$ cat src/sv/acec_pkg.sv
// ============================================================================
// acec_pkg: shared definitions for the alarm code entry controller
// Widths, codes and word types used across the controller's modules.
// ============================================================================
package acec_pkg;

    // Code length and field widths
    localparam int CODE_LENGTH = 3;
    localparam int DIGIT_W     = 4;
    localparam int COUNT_W     = 2;
    localparam int TIMEOUT_W   = 16;

    // Digit constants
    localparam logic [DIGIT_W-1:0] EMPTY_MARK = 4'hF;
    localparam logic [DIGIT_W-1:0] DIGIT_MAX  = 4'd9;
    localparam logic [DIGIT_W-1:0] DIGIT_ONE  = 4'd1;

    // Configuration port
    localparam int APB_ADDR_W = 2;
    localparam int APB_DATA_W = 32;
    localparam logic [APB_ADDR_W-1:0] REG_DIGIT_TIMEOUT = 2'd0;
    localparam logic [TIMEOUT_W-1:0] TIMEOUT_RESET = 16'd200;

    // Event codes reported with each result word
    typedef enum logic [1:0] {
        EV_NONE     = 2'd0,
        EV_ARMED    = 2'd1,
        EV_DISARMED = 2'd2,
        EV_REJECTED = 2'd3
    } t_event;

    // Digit closed by the press counter on the current tick
    typedef struct packed {
        logic               close;
        logic [DIGIT_W-1:0] value;
    } t_digit;

    // One result word
    typedef struct packed {
        logic               armed;
        logic               alert;
        logic               digit_valid;
        logic [DIGIT_W-1:0] digit_value;
        logic [COUNT_W-1:0] digits_entered;
        t_event             code_event;
    } t_result;

endpackage

$ cat src/sv/acec_if.sv
// ============================================================================
// acec_if: handshake channels of the alarm code entry controller
// Tick input channel and result output channel, valid/ready with payload.
// ============================================================================

// Tick channel: one word per tick carrying the latched events.
interface acec_tick_if;
    logic valid;
    logic ready;
    logic button_press;
    logic presence_seen;

    modport source (output valid, output button_press, output presence_seen, input ready);
    modport sink   (input valid, input button_press, input presence_seen, output ready);
endinterface

// Result channel: one word per accepted tick.
interface acec_result_if;
    logic                        valid;
    logic                        ready;
    logic                        armed;
    logic                        alert;
    logic                        digit_valid;
    logic [acec_pkg::DIGIT_W-1:0] digit_value;
    logic [acec_pkg::COUNT_W-1:0] digits_entered;
    logic [1:0]                  code_event;

    modport source (output valid, output armed, output alert, output digit_valid,
                    output digit_value, output digits_entered, output code_event,
                    input ready);
    modport sink   (input valid, input armed, input alert, input digit_valid,
                    input digit_value, input digits_entered, input code_event,
                    output ready);
endinterface

$ cat src/sv/acec_cfg.sv
// ============================================================================
// acec_cfg: configuration register block
// APB-style port holding the digit timeout register.
// ============================================================================
module acec_cfg (
    input  logic                                i_clk,
    input  logic                                i_rst_n,
    input  logic                                psel,
    input  logic                                penable,
    input  logic                                pwrite,
    input  logic [acec_pkg::APB_ADDR_W-1:0]     paddr,
    input  logic [acec_pkg::APB_DATA_W-1:0]     pwdata,
    output logic [acec_pkg::APB_DATA_W-1:0]     prdata,
    output logic                                pready,
    output logic [acec_pkg::TIMEOUT_W-1:0]      o_timeout
);

    logic [acec_pkg::TIMEOUT_W-1:0] r_timeout;
    logic                           wr_en;

    // The access phase of every transfer completes with no wait states.
    assign pready = 1'b1;
    assign wr_en  = psel && penable && pwrite && (paddr == acec_pkg::REG_DIGIT_TIMEOUT);

    // Timeout register.
    always_ff @(posedge i_clk) begin
        if (!i_rst_n) begin
            r_timeout <= acec_pkg::TIMEOUT_RESET;
        end else if (wr_en) begin
            r_timeout <= pwdata[acec_pkg::TIMEOUT_W-1:0];
        end
    end

    // Read back; addresses outside the map read as zero.
    always_comb begin
        if (paddr == acec_pkg::REG_DIGIT_TIMEOUT) begin
            prdata = {{(acec_pkg::APB_DATA_W-acec_pkg::TIMEOUT_W){1'b0}}, r_timeout};
        end else begin
            prdata = '0;
        end
    end

    assign o_timeout = r_timeout;

endmodule

$ cat src/sv/acec_digit.sv
// ============================================================================
// acec_digit: press counter
// Counts button presses in a burst, modulo ten, and closes the digit once
// the timeout has passed with no press.
// ============================================================================
module acec_digit (
    input  logic                            i_clk,
    input  logic                            i_rst_n,
    input  logic                            i_step,
    input  logic                            i_button,
    input  logic [acec_pkg::TIMEOUT_W-1:0]  i_timeout,
    output acec_pkg::t_digit                o_digit
);

    logic                           r_counting, n_counting;
    logic [acec_pkg::DIGIT_W-1:0]   r_count, n_count;
    logic [acec_pkg::TIMEOUT_W-1:0] r_idle, n_idle;
    logic                           r_pending, n_pending;
    logic                           button;
    logic                           timed_out;
    logic [acec_pkg::TIMEOUT_W-1:0] idle_inc;

    // Press latched this tick or earlier.
    assign button   = r_pending || i_button;
    // Idle counter saturates at its full value.
    assign idle_inc  = (&r_idle) ? r_idle : r_idle + 1'b1;
    assign timed_out = idle_inc >= i_timeout;

    // Next state of the burst counter.
    always_comb begin
        n_counting    = r_counting;
        n_count       = r_count;
        n_idle        = r_idle;
        n_pending     = button;
        o_digit.close = 1'b0;
        o_digit.value = '0;
        if (!r_counting) begin
            if (button) begin
                n_pending  = 1'b0;
                n_count    = acec_pkg::DIGIT_ONE;
                n_idle     = '0;
                n_counting = 1'b1;
            end
        end else begin
            n_idle = idle_inc;
            if (button && !timed_out) begin
                n_pending = 1'b0;
                n_count   = (r_count >= acec_pkg::DIGIT_MAX) ? '0 : r_count + 1'b1;
                n_idle    = '0;
            end else if (timed_out) begin
                o_digit.close = 1'b1;
                o_digit.value = r_count;
                n_count       = '0;
                n_counting    = 1'b0;
            end
        end
    end

    // State registers advance once per accepted tick.
    always_ff @(posedge i_clk) begin
        if (!i_rst_n) begin
            r_counting <= 1'b0;
            r_count    <= '0;
            r_idle     <= '0;
            r_pending  <= 1'b0;
        end else if (i_step) begin
            r_counting <= n_counting;
            r_count    <= n_count;
            r_idle     <= n_idle;
            r_pending  <= n_pending;
        end
    end

endmodule

$ cat src/sv/acec_code.sv
// ============================================================================
// acec_code: code state machine
// Collects digits into a code, arms, disarms or rejects, and raises the
// intrusion alert; builds the result word of each tick.
// ============================================================================
module acec_code (
    input  logic                i_clk,
    input  logic                i_rst_n,
    input  logic                i_step,
    input  logic                i_presence,
    input  acec_pkg::t_digit    i_digit,
    output acec_pkg::t_result   o_result
);

    typedef enum logic [7:0] {
        ST_DISARMED      = 8'b0000_0001,
        ST_COLLECT       = 8'b0000_0010,
        ST_CHECK         = 8'b0000_0100,
        ST_ARMED         = 8'b0000_1000,
        ST_NOT_OK        = 8'b0001_0000,
        ST_ALERT_COLLECT = 8'b0010_0000,
        ST_ALERT_ARMED   = 8'b0100_0000,
        ST_ALERT_NOT_OK  = 8'b1000_0000
    } t_state;

    t_state                         r_state, n_state;
    logic [acec_pkg::DIGIT_W-1:0]   r_entered [acec_pkg::CODE_LENGTH];
    logic [acec_pkg::DIGIT_W-1:0]   n_entered [acec_pkg::CODE_LENGTH];
    logic [acec_pkg::DIGIT_W-1:0]   r_stored  [acec_pkg::CODE_LENGTH];
    logic [acec_pkg::DIGIT_W-1:0]   n_stored  [acec_pkg::CODE_LENGTH];
    logic [acec_pkg::COUNT_W-1:0]   r_count, n_count;
    logic                           r_dig_pending, n_dig_pending;
    logic [acec_pkg::DIGIT_W-1:0]   r_held, n_held;
    logic                           r_pres_pending, n_pres_pending;
    logic                           r_accepted, n_accepted;
    logic                           r_armed, n_armed;
    logic                           r_alert, n_alert;
    logic [acec_pkg::DIGIT_W-1:0]   fill [acec_pkg::CODE_LENGTH];
    logic [acec_pkg::COUNT_W:0]     count_inc;
    logic                           code_full;
    logic                           match;
    logic                           do_take;
    logic                           do_alert;
    acec_pkg::t_event               event_code;

    // Code as it stands once the held digit is written at the entry slot.
    always_comb begin
        match = 1'b1;
        for (int i = 0; i < acec_pkg::CODE_LENGTH; i++) begin
            fill[i] = (acec_pkg::COUNT_W'(i) == r_count) ? n_held : r_entered[i];
            if (fill[i] != r_stored[i]) begin
                match = 1'b0;
            end
        end
    end

    assign count_inc = {1'b0, r_count} + 1'b1;
    assign code_full = count_inc >= (acec_pkg::COUNT_W+1)'(acec_pkg::CODE_LENGTH);

    // Code machine next state.
    always_comb begin
        n_state        = r_state;
        n_entered      = r_entered;
        n_stored       = r_stored;
        n_count        = r_count;
        n_dig_pending  = r_dig_pending || i_digit.close;
        n_held         = i_digit.close ? i_digit.value : r_held;
        n_pres_pending = r_pres_pending || i_presence;
        n_accepted     = r_accepted;
        n_armed        = r_armed;
        n_alert        = r_alert;
        event_code     = acec_pkg::EV_NONE;
        do_take        = 1'b0;
        do_alert       = 1'b0;

        case (r_state)
            ST_COLLECT: begin
                if (n_dig_pending) begin
                    do_take = 1'b1;
                end else if (r_armed && n_pres_pending) begin
                    do_alert = 1'b1;
                    n_state  = ST_ALERT_COLLECT;
                end
            end
            ST_CHECK: begin
                if (r_armed && r_accepted) begin
                    n_armed    = 1'b0;
                    n_alert    = 1'b0;
                    n_stored   = '{default: acec_pkg::EMPTY_MARK};
                    n_entered  = '{default: acec_pkg::EMPTY_MARK};
                    n_accepted = 1'b0;
                    event_code = acec_pkg::EV_DISARMED;
                    n_state    = ST_DISARMED;
                end else if (!r_armed && r_accepted) begin
                    n_armed    = 1'b1;
                    n_stored   = r_entered;
                    n_entered  = '{default: acec_pkg::EMPTY_MARK};
                    n_accepted = 1'b0;
                    event_code = acec_pkg::EV_ARMED;
                    n_state    = ST_ARMED;
                end else begin
                    n_entered  = '{default: acec_pkg::EMPTY_MARK};
                    event_code = acec_pkg::EV_REJECTED;
                    n_state    = ST_NOT_OK;
                end
            end
            ST_ARMED: begin
                if (r_armed && n_pres_pending) begin
                    do_alert = 1'b1;
                    n_state  = ST_ALERT_ARMED;
                end else if (n_dig_pending) begin
                    do_take = 1'b1;
                end
            end
            ST_NOT_OK: begin
                if (r_armed && n_pres_pending) begin
                    do_alert = 1'b1;
                    n_state  = ST_ALERT_NOT_OK;
                end else if (n_dig_pending) begin
                    do_take = 1'b1;
                end
            end
            ST_ALERT_COLLECT: begin
                n_state = ST_COLLECT;
            end
            ST_ALERT_ARMED: begin
                n_state = ST_ARMED;
            end
            ST_ALERT_NOT_OK: begin
                n_state = ST_NOT_OK;
            end
            default: begin
                n_state = ST_DISARMED;
                if (n_dig_pending) begin
                    do_take = 1'b1;
                end
            end
        endcase

        // Presence while armed raises the alert and consumes the event.
        if (do_alert) begin
            n_alert        = 1'b1;
            n_pres_pending = 1'b0;
        end

        // Take the held digit into the code; a full code goes to the check.
        if (do_take) begin
            n_entered     = fill;
            n_dig_pending = 1'b0;
            if (code_full) begin
                n_accepted = r_armed ? match : 1'b1;
                n_count    = '0;
                n_state    = ST_CHECK;
            end else begin
                n_count = count_inc[acec_pkg::COUNT_W-1:0];
                n_state = ST_COLLECT;
            end
        end
    end

    // Result word of this tick.
    always_comb begin
        o_result.armed          = n_armed;
        o_result.alert          = n_alert;
        o_result.digit_valid    = i_digit.close;
        o_result.digit_value    = i_digit.value;
        o_result.digits_entered = n_count;
        o_result.code_event     = event_code;
    end

    // State registers advance once per accepted tick.
    always_ff @(posedge i_clk) begin
        if (!i_rst_n) begin
            r_state        <= ST_DISARMED;
            r_entered      <= '{default: acec_pkg::EMPTY_MARK};
            r_stored       <= '{default: acec_pkg::EMPTY_MARK};
            r_count        <= '0;
            r_dig_pending  <= 1'b0;
            r_held         <= '0;
            r_pres_pending <= 1'b0;
            r_accepted     <= 1'b0;
            r_armed        <= 1'b0;
            r_alert        <= 1'b0;
        end else if (i_step) begin
            r_state        <= n_state;
            r_entered      <= n_entered;
            r_stored       <= n_stored;
            r_count        <= n_count;
            r_dig_pending  <= n_dig_pending;
            r_held         <= n_held;
            r_pres_pending <= n_pres_pending;
            r_accepted     <= n_accepted;
            r_armed        <= n_armed;
            r_alert        <= n_alert;
        end
    end

endmodule

$ cat src/sv/acec_obuf.sv
// ============================================================================
// acec_obuf: result output buffer
// Output register with a skid stage, so that a tick is taken while a
// finished result word still waits downstream.
// ============================================================================
module acec_obuf (
    input  logic                i_clk,
    input  logic                i_rst_n,
    input  logic                i_push,
    input  acec_pkg::t_result   i_word,
    output logic                o_ready,
    output logic                o_valid,
    input  logic                i_pop_ready,
    output acec_pkg::t_result   o_word
);

    logic              r_out_valid;
    logic              r_skid_valid;
    acec_pkg::t_result r_out;
    acec_pkg::t_result r_skid;
    logic              pop;

    assign pop     = r_out_valid && i_pop_ready;
    assign o_ready = !r_skid_valid;
    assign o_valid = r_out_valid;
    assign o_word  = r_out;

    // Valid flags.
    always_ff @(posedge i_clk) begin
        if (!i_rst_n) begin
            r_out_valid  <= 1'b0;
            r_skid_valid <= 1'b0;
        end else if (pop) begin
            if (r_skid_valid) begin
                r_skid_valid <= 1'b0;
            end else begin
                r_out_valid <= i_push;
            end
        end else if (i_push) begin
            if (r_out_valid) begin
                r_skid_valid <= 1'b1;
            end else begin
                r_out_valid <= 1'b1;
            end
        end
    end

    // Payload registers.
    always_ff @(posedge i_clk) begin
        if (pop) begin
            r_out <= r_skid_valid ? r_skid : i_word;
        end else if (i_push) begin
            if (r_out_valid) begin
                r_skid <= i_word;
            end else begin
                r_out <= i_word;
            end
        end
    end

endmodule

$ cat src/sv/alarm_code_entry_controller_core.sv
// ============================================================================
// alarm_code_entry_controller_core: keypad code lock and alarm controller
// Press counter, code state machine and buffered result channel.
// ============================================================================
//
//  Channel   Direction  Word                               Handshake
//  i_tick    in         button_press, presence_seen        valid / ready
//  o_result  out        armed, alert, digit_valid,         valid / ready
//                       digit_value, digits_entered,
//                       code_event
//  APB       in         digit timeout register (addr 0)    psel/penable, pready
//
// Each accepted tick updates all state as it is taken; its result word is
// registered at the output or skid stage; one tick per cycle while ready.
// The skid stage lets one more tick in while the output is stalled; ready
// drops only when both output stages are full.
// Reset is synchronous and active low; it clears the state and the buffer,
// and sets the timeout to 200 ticks.
//
module alarm_code_entry_controller_core (
    input  logic                            i_clk,
    input  logic                            i_rst_n,
    acec_tick_if.sink                       i_tick,
    acec_result_if.source                   o_result,
    input  logic                            psel,
    input  logic                            penable,
    input  logic                            pwrite,
    input  logic [acec_pkg::APB_ADDR_W-1:0] paddr,
    input  logic [acec_pkg::APB_DATA_W-1:0] pwdata,
    output logic [acec_pkg::APB_DATA_W-1:0] prdata,
    output logic                            pready
);

    logic [acec_pkg::TIMEOUT_W-1:0] timeout;
    logic                           step;
    logic                           buf_ready;
    acec_pkg::t_digit               digit;
    acec_pkg::t_result              word;
    acec_pkg::t_result              out_word;

    // A tick is taken whenever the buffer has room.
    assign i_tick.ready = buf_ready;
    assign step         = i_tick.valid && buf_ready;

    // Configuration registers.
    acec_cfg u_cfg (
        .i_clk     (i_clk),
        .i_rst_n   (i_rst_n),
        .psel      (psel),
        .penable   (penable),
        .pwrite    (pwrite),
        .paddr     (paddr),
        .pwdata    (pwdata),
        .prdata    (prdata),
        .pready    (pready),
        .o_timeout (timeout)
    );

    // Press counter.
    acec_digit u_digit (
        .i_clk     (i_clk),
        .i_rst_n   (i_rst_n),
        .i_step    (step),
        .i_button  (i_tick.button_press),
        .i_timeout (timeout),
        .o_digit   (digit)
    );

    // Code state machine.
    acec_code u_code (
        .i_clk      (i_clk),
        .i_rst_n    (i_rst_n),
        .i_step     (step),
        .i_presence (i_tick.presence_seen),
        .i_digit    (digit),
        .o_result   (word)
    );

    // Output register and skid stage.
    acec_obuf u_obuf (
        .i_clk       (i_clk),
        .i_rst_n     (i_rst_n),
        .i_push      (step),
        .i_word      (word),
        .o_ready     (buf_ready),
        .o_valid     (o_result.valid),
        .i_pop_ready (o_result.ready),
        .o_word      (out_word)
    );

    // Result word onto the channel.
    assign o_result.armed          = out_word.armed;
    assign o_result.alert          = out_word.alert;
    assign o_result.digit_valid    = out_word.digit_valid;
    assign o_result.digit_value    = out_word.digit_value;
    assign o_result.digits_entered = out_word.digits_entered;
    assign o_result.code_event     = out_word.code_event;

endmodule

$ cat src/flat_wrapper.sv
// flat-port wrapper written by rule: the top's interface ports become plain ports
module alarm_code_entry_controller_core_flat 
  (i_clk, i_rst_n, psel, penable, pwrite, paddr, pwdata, prdata, pready, i_tick_valid, i_tick_button_press, i_tick_presence_seen, i_tick_ready, o_result_valid, o_result_armed, o_result_alert, o_result_digit_valid, o_result_digit_value, o_result_digits_entered, o_result_code_event, o_result_ready);
  acec_tick_if i_tick_i ();
  acec_result_if o_result_i ();
  input  logic i_clk;
  input  logic i_rst_n;
  input  logic psel;
  input  logic penable;
  input  logic pwrite;
  input  logic [acec_pkg::APB_ADDR_W-1:0] paddr;
  input  logic [acec_pkg::APB_DATA_W-1:0] pwdata;
  output logic [acec_pkg::APB_DATA_W-1:0] prdata;
  output logic pready;
  input wire logic [$bits(i_tick_i.valid)-1:0] i_tick_valid;
  input wire logic [$bits(i_tick_i.button_press)-1:0] i_tick_button_press;
  input wire logic [$bits(i_tick_i.presence_seen)-1:0] i_tick_presence_seen;
  output wire logic [$bits(i_tick_i.ready)-1:0] i_tick_ready;
  output wire logic [$bits(o_result_i.valid)-1:0] o_result_valid;
  output wire logic [$bits(o_result_i.armed)-1:0] o_result_armed;
  output wire logic [$bits(o_result_i.alert)-1:0] o_result_alert;
  output wire logic [$bits(o_result_i.digit_valid)-1:0] o_result_digit_valid;
  output wire logic [$bits(o_result_i.digit_value)-1:0] o_result_digit_value;
  output wire logic [$bits(o_result_i.digits_entered)-1:0] o_result_digits_entered;
  output wire logic [$bits(o_result_i.code_event)-1:0] o_result_code_event;
  input wire logic [$bits(o_result_i.ready)-1:0] o_result_ready;
  assign i_tick_i.valid = i_tick_valid;
  assign i_tick_i.button_press = i_tick_button_press;
  assign i_tick_i.presence_seen = i_tick_presence_seen;
  assign i_tick_ready = i_tick_i.ready;
  assign o_result_valid = o_result_i.valid;
  assign o_result_armed = o_result_i.armed;
  assign o_result_alert = o_result_i.alert;
  assign o_result_digit_valid = o_result_i.digit_valid;
  assign o_result_digit_value = o_result_i.digit_value;
  assign o_result_digits_entered = o_result_i.digits_entered;
  assign o_result_code_event = o_result_i.code_event;
  assign o_result_i.ready = o_result_ready;
  alarm_code_entry_controller_core u_core (.i_clk(i_clk), .i_rst_n(i_rst_n), .i_tick(i_tick_i), .o_result(o_result_i), .psel(psel), .penable(penable), .pwrite(pwrite), .paddr(paddr), .pwdata(pwdata), .prdata(prdata), .pready(pready));
endmodule
$ cat config.mk
export PLATFORM = sky130hd
export DESIGN_NAME = alarm_code_entry_controller_core_flat
export DESIGN_NICKNAME = d
export VERILOG_FILES = /design/src/sv/acec_pkg.sv /design/src/sv/acec_if.sv /design/src/sv/acec_cfg.sv /design/src/sv/acec_digit.sv /design/src/sv/acec_code.sv /design/src/sv/acec_obuf.sv /design/src/sv/alarm_code_entry_controller_core.sv /design/src/flat_wrapper.sv
export SDC_FILE = /design/constraint.sdc
export NUM_CORES = 1
export LEC_CHECK = 0
export BUFFER_PORTS_ARGS = -buffer_cell sky130_fd_sc_hd__buf_2
export CORE_MARGIN = 4
export CORE_UTILIZATION = 45
export DETAILED_ROUTE_END_ITERATION = 10
export PLACE_DENSITY = 0.71
export SYNTH_ARGS = -nofsm -noshare
export SYNTH_HDL_FRONTEND = slang
export SYNTH_SLANG_ARGS = --single-unit
$ cat constraint.sdc
create_clock -name i_clk -period 4.9 [get_ports i_clk]
set_input_delay 0.735 -clock i_clk [delete_from_list [all_inputs] [get_ports i_clk]]
set_output_delay 0.735 -clock i_clk [all_outputs]
set_load 0.02 [all_outputs]
After elaboration in Yosys (flattened, before gate mapping). Cells that the tools add are included.

Register bits after elaboration: 105. Word-level logic and storage cells: 165.

Add/subtract/negate cells: 3. Magnitude comparators: 3. Reduce and logical (&&, ||, !) cells: 34. Equality and inequality tests: 19. Muxes and demuxes: 71. Bitwise logic cells: 2.

Operators by type and width (number): 16-bit two-way mux (5); 8-bit case mux with 7 select lines (1); 12-bit two-way mux (4); 11-bit two-way mux (4); 8-bit two-way mux (5); 4-bit two-way mux (9); 1-bit two-way mux (30); 5-bit two-way mux (5); 16-bit by 1-bit adder with 16-bit output (second input constant) (1); 16-bit >= comparator (1); 16-bit AND reduction (1); 3-bit != test (second input constant) (4); 4-bit != test (3); 2-bit two-way mux (5); 2-bit AND reduction (5); 1-bit logical AND (9); 3-bit AND reduction (3); 8-bit by 2-bit == test with 1-bit output (second input constant) (1); 8-bit by 3-bit == test with 1-bit output (second input constant) (1); 8-bit by 4-bit == test with 1-bit output (second input constant) (1); 8-bit by 5-bit == test with 1-bit output (second input constant) (1); 8-bit by 6-bit == test with 1-bit output (second input constant) (1); 8-bit by 7-bit == test with 1-bit output (second input constant) (1); 8-bit == test (second input constant) (1); other kinds (19) (30).

Depth between registers and ports, before layout. Gate-level depths: netlist of run 1.

Depth in word-level cells: 16. Gate-level depth with buffers: 19. Depth with buffers taken out: 18.

Modules after synthesis. From an unflattened synthesis of run 1, not the netlist that was laid out.

Cell total of the unflattened synthesis: 730. Area, all modules: 6363.6 sq um.

Modules (own cells, without submodules): acec_code (area each 2646.3 sq um, cells each 345, instances 1, sequential area each 860.8 sq um); acec_digit (area each 1873.0 sq um, cells each 229, instances 1, sequential area each 440.4 sq um); acec_obuf (area each 930.9 sq um, cells each 47, instances 1, sequential area each 700.7 sq um); acec_cfg (area each 907.1 sq um, cells each 108, instances 1, sequential area each 320.3 sq um); alarm_code_entry_controller_core (area each 6.3 sq um, cells each 1, instances 1, sequential area each 0.0 sq um).

Worst setup path before layout of run 1. OpenSTA, ideal clock, no wires.

Path kind: flip-flop to flip-flop. From: register u_core.u_digit.r_idle[3] (netlist bit). To: register u_core.u_code.r_accepted. Arrival: 4.388 ns. Buffers on the path: 0. Stages on the path, launching flop included: 17. Setup slack: 0.454 ns. Cells stage by stage: dfxtp_1 > nand2_1 > nor4_1 > nand4_1 > nand4_1 > nor2_1 > xor2_1 > ha_1 > and3_1 > a221o_1 > a22oi_2 > a31o_4 > mux2_4 > a211o_1 > a2111o_1 > nor4_2 > a31o_1.

Longest elaborated chain between the ends: 16. Elaborated cells on any way between the ends: 26.

RTL lines: start, declared (line acec_digit.sv:17) `logic [acec_pkg::TIMEOUT_W-1:0] r_idle, n_idle;`; start signal, assigned (line acec_digit.sv:69) `r_idle <= n_idle;`; 16-bit by 1-bit adder with 16-bit output or 16-bit AND reduction (tied branches) (line acec_digit.sv:26) `assign idle_inc = (&r_idle) ? r_idle : r_idle + 1'b1;`; 16-bit two-way mux (*) (line acec_digit.sv:26); 16-bit >= comparator (*) (line acec_digit.sv:27) `assign timed_out = idle_inc >= i_timeout;`; 1-bit zero test (line acec_digit.sv:46) `if (button && !timed_out) begin`; 1-bit logical AND (line acec_digit.sv:46); 5-bit two-way mux (*) (line acec_digit.sv:46); 5-bit two-way mux (*) (line acec_digit.sv:37) `if (!r_counting) begin`; 4-bit two-way mux (line acec_code.sv:67) `n_held = i_digit.close ? i_digit.value : r_held;`; 4-bit two-way mux (line acec_code.sv:50) `fill[i] = (acec_pkg::COUNT_W'(i) == r_count) ? n_held : r_entered[i];`; 4-bit != test (line acec_code.sv:51) `if (fill[i] != r_stored[i]) begin`; 1-bit two-way mux (3 in series) (line acec_code.sv:51); 1-bit two-way mux (line acec_code.sv:151) `n_accepted = r_armed ? match : 1'b1;`; 1-bit two-way mux (line acec_code.sv:150) `if (code_full) begin`; 1-bit two-way mux (*) (line acec_code.sv:147) `if (do_take) begin`; end signal, assigned (line acec_code.sv:192) `r_accepted <= n_accepted;`; end, declared (line acec_code.sv:35) `logic r_accepted, n_accepted;`.

Mark *: on every way between the ends. The rest lies on a longest branch, timed or not. A chain may end at the register's enable or synchronous reset.

Final worst setup path of run 1. Same ends and word-level chain as after synthesis.

==> results of run 1 <==
[cell type report]
class	instances	area share (%)
Tap cell	172	3.31
Inverter	31	1.79
Timing Repair Buffer	71	6.09
Multi-Input combinational cell	516	49.0
Clock inverter	6	0.539
Clock buffer	10	3.53
Sequential cell	105	35.8
[timing repair]
| action | 4_1_cts | 5_1_grt |
|---|---|---|
| endpoints found under the setup margin | 0 | 19 |
| setup buffers | 0 | 0 |
| endpoints found under the hold margin | 0 | 0 |
| gates resized for setup | 0 | 3 |
[report_power, final]
part           internal, W  switching, W  total (W)
Sequential        0.000900     0.0000127   0.000913
Clock             0.000341      0.000319   0.000660
Combinational    0.0000557      0.000109   0.000165
Total              0.00130      0.000441    0.00174
[stage by stage]
step,worst slack (ns),instance area [µm²],util [%],total power [W]
4_1_cts,0.283,6480,51.3,0.00175
2_1_floorplan,0.454,5870,-,0.00106
3_3_place_gp,0.327,6210,49.2,0.00109
6_report,0.363,6490,51.5,0.00174
3_5_place_dp,0.324,6210,49.2,0.00110
5_1_grt,-0.000747,6490,51.5,0.00181
[state kept, by name, indices dropped and copies added, names as in the netlist, 8 cells and up]
name,cells
u_core.u_cfg.o_timeout,16
u_core.u_digit.r_idle,16
u_core.u_code.r_entered,12
u_core.u_code.r_stored,12
u_core.u_obuf.o_word,11
u_core.u_obuf.r_skid,11
u_core.u_code.r_state,8
[worst max-delay path, cell delays in order (launching register included)]
cell and delay, ns:
dfxtp_1 0.44, nand2_1 0.11, nor4_2 0.29, buf_4 0.18, and4_1 0.26, and2_1 0.18, and3_1 0.17, nor2b_1 0.13
a21oi_1 0.10, ha_1 0.34, nand4_2 0.14, nor3_4 0.27, a31oi_4 0.20, a31o_4 0.30, mux2_4 0.31, a211o_1 0.27
a2111o_1 0.42, nor4_2 0.19, a31o_1 0.18
[routing by layer]
layer	global-route usage [%]	share of wire, %	up-vias
met2	33.5	49	133
met3	3.85	4.4	31
li1	-	-	2482
met1	23.1	43	2376
met4	9.66	3.2	0
met5	0	0	-
[Yosys cell counts (10+ instances only)]
| library cell | instances |
|---|---|
| edfxtp_1 | 22 |
| nand3_1 | 12 |
| nor2_1 | 47 |
| o21ai_0 | 30 |
| clkbuf_1 | 33 |
| a21boi_0 | 17 |
| inv_1 | 31 |
| a22oi_1 | 13 |
| buf_4 | 17 |
| nor2b_1 | 31 |
| dfxtp_1 | 83 |
| ha_1 | 23 |
| nor3_1 | 36 |
| xnor2_1 | 18 |
| o211ai_1 | 10 |
| nand2_1 | 102 |
| a21oi_1 | 32 |
[final timing paths]
| kind | slack [ns] | endpoint |
|---|---|---|
| max | 0.36 | u_core.u_code.r_accepted$_SDFFE_PN0P_ |
| max reg2reg | 0.36 | u_core.u_code.r_accepted$_SDFFE_PN0P_ |
| min reg2reg | 0.46 | u_core.u_cfg.o_timeout[14]$_SDFFE_PN0P_ |
| min | 0.46 | u_core.u_cfg.o_timeout[14]$_SDFFE_PN0P_ |
[cell families after synthesis]
kind of cell	Yosys count
flip-flops	105
XOR/XNOR	24
buffers and inverters	86
adder cells (fa/ha/maj)	23
other	2
AND/OR/NAND/NOR	282
AO/OA/AOI/OAI	157
multiplexers	13
==> impl_metrics.yaml, run 1 <==
clocking:
  cts_tree: "built"
  cts_buffer_depth: 2
  numClockSinks: 105
  cts-root-buf: "clkbuf_16"
  clk_transition_reported_paths_ns: 0.07
  insertion_delay_ns: 0.36
  cts_hold_buf: 0
  numCtsBuffers: 9
  cts.htree.levels: 3
timing:
  skew_ns: 0.0128
  fmax_mhz: 220
  drv_slew: 0
  post-route-period-util_pct: 92.6
  fin_tns_setup_ns: 0
  worstMarginPinSlew_ns: 1.21
  hold_viol_final: 0
  setup_viol: 0
  period_minus_slack_ns: 4.54
  max_slew_margin_pct: 19.2
  holdWs_ns: 0.461
power_and_ir_drop:
  ir_worst_vdd_mv: 0.161
  power_density_nw_per_um2: 268
  leakage_nw: 2.57
hold_path:
  hold_depth: 2
  hold_start: "u_core.u_cfg.o_timeout[14]$_SDFFE_PN0P_"
  hold_path.class: "reg -> reg"
synth:
  synthArstFlopShare_pct: 0
  synth_top_family_by_area: "simple AND/OR/NAND/NOR gates"
  syn_area_um2: 5820
  syn-instance-count: 692
  synthTopCellsByArea: "dfxtp_1 29%, edfxtp_1 11%, nand2_1 6.6%"
  synth_fa_ha_area_share_pct: 4.95
  synth_top_area_share_pct: 28.6
  ys_ff_latch: 105
  syn_area_per_cell_um2: 8.41
  synth_simple_gate_area_share_pct: 23.7
  ys_seq_area_share_pct: 39.9
  synth.distinct_cells: 61
  synth-edff-count: 22
  synth_area_leader_cell: "dfxtp_1"
  yosys_warnings: 0
  synthXorXnorAreaFrac_pct: 3.61
  synth_flop_cell: "dfxtp_1"
  synth_compound_area_share_pct: 18.6
  muxShareOfSynthArea_pct: 2.39
final_layout:
  final_cell_mix: "102 x nand2_1, 83 x dfxtp_1, 55 x buf_2"
  final_layout_size_suffix_gt1_share_pct: 14.2
  layout_commonest_cell: "nand2_1"
  stdcell_count: 911
  multi_input_area_um2: 3180
  syn_to_final_growth_pct: 11.6
  fin_nets: 800
  nFillCells: 1218
  area.sequential_um2: 2320
  diodes: 0
global_routing:
  antenna_found_initial: 0
  grt_overflow: 0
  grt_pass1_vias: 5028
  grt_usage_pct: 19.4
  grt_pass1_wl_um: 23300
  grt_start_max_net_pins: 45
worst_setup_path:
  required_ns: 5.20
  critPathArrivalTime_ns: 4.84
  crit_path_end_kind: "register"
  rr_worst_depth: 18
  startpoint_type: "register"
  r2r-start: "u_core.u_digit.r_idle[3]$_SDFFE_PN0P_"
  crit_start: "u_core.u_digit.r_idle[3]$_SDFFE_PN0P_"
  worstSetupPathType: "reg -> reg"
  critPathMaxFanout: 9
status:
  outcome: "complete, no violations"
placement:
  detailed_place_hpwl_um: 10000
  placed_cells: 895
  port_buffers: 55
  place.gp.congestion: 0.874
die:
  design.core.area_um2: 12600
  start_util_pct: 46.1
  die_width_um: 122
  die_h_um: 122
  die_area_um2: 14800
  ios: 89
  placementRows: 41
routing:
  routed_wl_um: 13900
  route.detailed.drc: 0
  ant_nets: 0
  avgViaCountPerCell: 5.51
  route.vias.total: 5022
  drtIter0Drc: 409
  wire_per_inst_um: 15.2
  dr.pass1.iters: 5
flow_run:
  drv_cap: 0
Power figures use the tool's default switching activity.
==> run 2, diff against run 1 <==
Settings changed: CORE_UTILIZATION 45 to 40, PLACE_DENSITY 0.71 to 0.65.
==> run 2 against run 1 <==
Compared with the run above:
- global-route usage shrank 2.6 points
- worst hold slack gained 0.0050 ns
- non-clock buffer count shrank 6
- worst setup slack gained 0.037 ns
- routed wire length shrank 1.4%
- clock skew shrank 0.0031 ns
- cell count grew 0.22%
- sequential share of layout area grew 0.17 points
- critical path depth is the same
- critical endpoint unchanged
- largest power group unchanged
==> impl_metrics.yaml, run 2 (synthesis results as in run 1) <==
clocking:
  cts.htree.levels: 3
  numCtsBuffers: 9
  insertion_delay_ns: 0.35
  cts-root-buf: "clkbuf_16"
  cts_tree: "built"
  cts_buffer_depth: 2
  cts_hold_buf: 0
  numClockSinks: 105
  clk_transition_reported_paths_ns: 0.07
  postCtsSetupRepairBufs: 0
  cts_resized: 0
power_and_ir_drop:
  p_switching_w: 0.000447
  power_density_nw_per_um2: 275
  power_w: 0.00178
  pwr-share-seq_pct: 51.3
  internal_power_w: 0.00133
  switching_share_pct: 25.2
  combPwrFrac_pct: 9.4
  leakage_nw: 2.56
  clockPowerShare_pct: 39.3
  ir_worst_vdd_mv: 0.165
placement:
  place.gp.congestion: 0.865
  detailed_place_hpwl_um: 9840
  port_buffers: 55
routing:
  wire_per_inst_um: 15.0
  route.detailed.drc: 0
  ant_nets: 0
  dr.pass1.iters: 5
  route.vias.total: 4955
  avgViaCountPerCell: 5.43
  routed_wl_um: 13700
  drtIter0Drc: 386
timing:
  holdWs_ns: 0.466
  setup_viol: 0
  worstMarginPinSlew_ns: 1.21
  period_minus_slack_ns: 4.50
  fmax_mhz: 222
  drv_slew: 0
  max_slew_margin_pct: 18.8
  post-route-period-util_pct: 91.8
  hold_viol_final: 0
  rsz0062_at_grt: "no"
  skew_ns: 0.00965
  fin_tns_setup_ns: 0
global_routing:
  grt_start_max_net_pins: 50
  antenna_found_initial: 0
  grt_usage_pct: 16.8
  grt_pass1_vias: 4630
  grt_overflow: 0
  use_met3_pct: 3.40
  grt_use_met1_pct: 22.2
  top_usage_layer: "met2"
  grt_pass1_wl_um: 22600
  grt_util_met2_pct: 27.2
die:
  die_h_um: 129
  ios: 89
  placementRows: 43
  design.core.area_um2: 14000
  die_area_um2: 16500
  start_util_pct: 41.4
  die_width_um: 129
hold_path:
  hold_depth: 2
  hold_path.class: "reg -> reg"
worst_setup_path:
  slowest_delay_ns: 0.45
  startpoint_type: "register"
  rr_worst_depth: 18
  critPathSlowestCell: "dfxtp_1"
  crit_path_end_kind: "register"
  worstSetupPathType: "reg -> reg"
  required_ns: 5.20
  critPathArrivalTime_ns: 4.80
  crit_chain: "nand2_1 > nor4_1 > buf_4 > nand4_1 > and3_1 > nand4_1 > xnor2_1 > ha_1 > and3_1 > a221o_1 > a22oi_2 > a31o_4 > buf_4 > mux2_2 > mux2i_1 > xnor2_1 > nor4_1 > a31o_1"
  critPathMaxFanout: 9
final_layout:
  layout_commonest_cell: "nand2_1"
  diodes: 0
  final_cell_mix: "102 x nand2_1, 83 x dfxtp_1, 55 x buf_2"
  fin_nets: 794
  final_layout_size_suffix_gt1_share_pct: 13.2
  syn_to_final_growth_pct: 11.1
status:
  outcome: "complete, no violations"
flow_run:
  drv_cap: 0
==> run 2: final cells by class <==
cell class | count | area (µm²)
inverter | 31 | 116
clock buffer | 12 | 256
timing repair buffer | 65 | 350
tap | 180 | 225
sequential | 105 | 2320
clock inverter | 4 | 27.5
multi-input combinational | 516 | 3170
fill | 1351 | 7580
==> run 2: power by group through the flow <==
stage          registers [W]  logic, W  clock network, W
2_1_floorplan       0.000939  0.000120                 0
3_3_place_gp        0.000931  0.000162                 0
3_5_place_dp        0.000932  0.000166                 0
4_1_cts             0.000912  0.000166          0.000718
5_1_grt             0.000914  0.000182          0.000754
6_report            0.000912  0.000167          0.000698
==> run 2: worst max-delay path: cells and delay by family, from the launching register on <==
kind	cells	cell delay (ns)
mux	2	0.63
xor+xnor	2	0.27
compound gates	4	0.99
fa+ha+maj	1	0.27
flops	1	0.45
simple gates	7	1.44
buf+inv	2	0.38
==> run 2: metrics by stage <==
stage / instance area (µm²) / instances / utilization [%] / setup slack [ns]
after floorplan: 5870 / 707 / - / 0.454
after global placement: 6180 / 897 / 44.0 / 0.433
after detailed placement: 6180 / 897 / 44.0 / 0.412
after CTS: 6460 / 913 / 46.0 / 0.389
after global routing: 6460 / 913 / 46.0 / 0.112
final: 6460 / 913 / 46.0 / 0.401
==> run 2: path summary, 6_finish.rpt <==
kind | from | endpoint | slack (ns)
setup / recovery | u_core.u_digit.r_idle[3]$_SDFFE_PN0P_ | u_core.u_code.r_accepted$_SDFFE_PN0P_ | 0.40
hold / removal | u_core.u_cfg.o_timeout[10]$_SDFFE_PN0P_ | u_core.u_cfg.o_timeout[10]$_SDFFE_PN0P_ | 0.47
setup reg to reg | u_core.u_digit.r_idle[3]$_SDFFE_PN0P_ | u_core.u_code.r_accepted$_SDFFE_PN0P_ | 0.40
hold reg to reg | u_core.u_cfg.o_timeout[10]$_SDFFE_PN0P_ | u_core.u_cfg.o_timeout[10]$_SDFFE_PN0P_ | 0.47
==> run 2: routing by layer <==
layer / wire (µm) / vias up
li1: - / 2472
met3: 783 / 14
met2: 6350 / 149
met1: 6380 / 2320
met4: 179 / 0
met5: 0 / -
==> run 3, diff against run 2 <==
Settings changed: BUFFER_PORTS_ARGS -buffer_cell sky130_fd_sc_hd__buf_2 to -buffer_cell sky130_fd_sc_hd__buf_4.
==> run 3 against run 2 <==
Compared with the run above:
- worst hold slack worse by 0.00055 ns
- register-to-register slack got worse by 0.20 ns
- cell count decreased by 0.22%
- via count up 0.12%
- core utilization grew 0.87 points
- routed wire length up 0.31%
- clock skew shrank 0.0029 ns
- largest cell class unchanged
- highest routed layer unchanged
==> impl_metrics.yaml, run 3 (synthesis results as in run 1) <==
worst_setup_path:
  startpoint_type: "register"
  worstSetupPathType: "reg -> reg"
  slowest_delay_ns: 0.45
  r2r-start: "u_core.u_digit.r_idle[2]$_SDFFE_PN0P_"
  crit_chain: "nand2_1 > nor4_2 > buf_4 > and4_1 > and2_1 > and3_1 > nor2b_1 > a21oi_1 > ha_1 > nand4_2 > nor3_4 > a31oi_4 > a31o_4 > mux2_4 > a211o_1 > a2111o_1 > nor4_2 > a31o_1"
  r2r_slack_ns: 0.20
  reg2reg_to: "u_core.u_code.r_accepted$_SDFFE_PN0P_"
  required_ns: 5.21
  rr_worst_depth: 18
  crit_path_end_kind: "register"
  critPathSlowestCell: "dfxtp_1"
  critPathMaxFanout: 9
  timing.critical_path.mode_cell: "nor4_2"
  critPathArrivalTime_ns: 5.00
die:
  die_h_um: 129
  start_util_pct: 41.4
  design.core.area_um2: 14000
  ios: 89
  die_width_um: 129
  die_area_um2: 16500
  placementRows: 43
timing:
  max_slew_margin_pct: 18.7
  fmax_mhz: 213
  drv_slew: 0
  hold_viol_final: 0
  rsz0062_at_grt: "no"
  skew_ns: 0.00679
  period_minus_slack_ns: 4.70
  layout_setup_ws_ns: 0.201
  post-route-period-util_pct: 95.9
  fin_tns_setup_ns: 0
  setup_viol: 0
  worstMarginPinSlew_ns: 1.21
hold_path:
  hold_start: "u_core.u_cfg.o_timeout[12]$_SDFFE_PN0P_"
  hold_path.class: "reg -> reg"
  holdPathEnd: "u_core.u_cfg.o_timeout[12]$_SDFFE_PN0P_"
  hold_depth: 2
placement:
  detailed_place_hpwl_um: 9930
  post-place-ws_ns: 0.228
  place.gp.congestion: 0.869
  port_buffers: 55
power_and_ir_drop:
  ir_worst_vdd_mv: 0.175
  power_w: 0.00178
  power_density_nw_per_um2: 270
  leakage_nw: 2.56
routing:
  ant_nets: 0
  route.vias.total: 4961
  wire_per_inst_um: 15.1
  avgViaCountPerCell: 5.45
  drtIter0Drc: 284
  routed_wl_um: 13700
  dr.pass1.iters: 5
  route.detailed.drc: 0
clocking:
  numClockSinks: 105
  postCtsSetupRepairBufs: 0
  cts-root-buf: "clkbuf_16"
  cts.htree.levels: 3
  cts_buffer_depth: 2
  cts_tree: "built"
  clk_transition_reported_paths_ns: 0.07
  numCtsBuffers: 9
  insertion_delay_ns: 0.36
final_layout:
  fin_nets: 792
  final_cell_mix: "102 x nand2_1, 83 x dfxtp_1, 63 x buf_4"
  layout_commonest_cell: "nand2_1"
  final_util_pct: 46.9
  syn_to_final_growth_pct: 13.2
  diodes: 0
  final_layout_size_suffix_gt1_share_pct: 13.1
flow_run:
  drv_cap: 0
global_routing:
  grt_pass1_vias: 4640
  grt_start_max_net_pins: 82
  grt_overflow: 0
  grt_usage_pct: 16.6
  antenna_found_initial: 0
  grt_pass1_wl_um: 22400
status:
  outcome: "complete, no violations"
[run 3: changes by cell type in the layout (fill, tap and decap cells not counted)]
cell / change
nor4_1: -1
clkbuf_8: -2
nor4b_1: -1
nor4_2: +1
buf_2: -55
buf_4: +53
clkinvlp_4: +1
clkinv_2: -2
clkbuf_1: +1
inv_6: +1
clkinvlp_2: +1
nor4b_2: +1
[run 3: worst max path at each step]
stage	from	endpoint	slack [ns]	cells past startpoint
final	u_core.u_digit.r_idle[2]$_SDFFE_PN0P_	u_core.u_code.r_accepted$_SDFFE_PN0P_	0.20	18
after global routing	u_core.u_digit.r_idle[3]$_SDFFE_PN0P_	u_core.u_code.r_accepted$_SDFFE_PN0P_	0.07	18
after CTS	u_core.u_digit.r_idle[2]$_SDFFE_PN0P_	u_core.u_code.r_accepted$_SDFFE_PN0P_	0.20	18
after detailed placement	u_core.u_digit.r_idle[2]$_SDFFE_PN0P_	u_core.u_code.r_accepted$_SDFFE_PN0P_	0.23	18
after global placement	u_core.u_digit.r_idle[4]$_SDFFE_PN0P_	u_core.u_code.r_accepted$_SDFFE_PN0P_	0.34	18
after floorplan	u_core.u_digit.r_idle[3]$_SDFFE_PN0P_	u_core.u_code.r_accepted$_SDFFE_PN0P_	0.45	16
[run 3: critical path: cells and delay by family, from the launching register on]
family	cells	cell delay, ns
mux	1	0.34
flops	1	0.45
fa+ha+maj	1	0.35
buf+inv	1	0.17
compound gates	6	1.51
simple gates	9	1.83
[run 3: final cells by class]
| class | count | area [µm²] |
|---|---|---|
| Clock buffer | 11 | 233 |
| Sequential cell | 105 | 2320 |
| Inverter | 31 | 116 |
| Clock inverter | 5 | 38.8 |
| Multi-Input combinational cell | 516 | 3180 |
| Timing Repair Buffer | 63 | 473 |
| Tap cell | 180 | 225 |
| Fill cell | 1376 | 7460 |
[run 3: timing repair]
item                       4_1_cts  5_1_grt
setup endpoints to repair        0        2
gates resized for setup          0        2
hold buffers                     0        0
[run 3: power breakdown]
group	internal (W)	leakage, nW	switching (W)
sequential	0.000900	0.886	0.0000126
combinational	0.0000667	1.55	0.000110
clock	0.000349	0.127	0.000341
[run 3: routing by layer]
metal | routed length (µm) | part of all wire [%] | track usage [%] | up-vias
met5 | 0 | 0 | 0 | -
met4 | 250 | 1.8 | 6.73 | 0
met3 | 826 | 6.0 | 3.49 | 20
met2 | 6210 | 45 | 26.1 | 149
met1 | 6450 | 47 | 22.4 | 2318
li1 | - | - | - | 2474
[run 3: through the flow]
step,instances,hold WS [ns],area [µm²]
detailed placement,895,0.460,6300
floorplan,707,0.443,5870
finish,911,0.466,6590
CTS,911,0.470,6570
global route,911,0.494,6590
global placement,895,0.453,6300
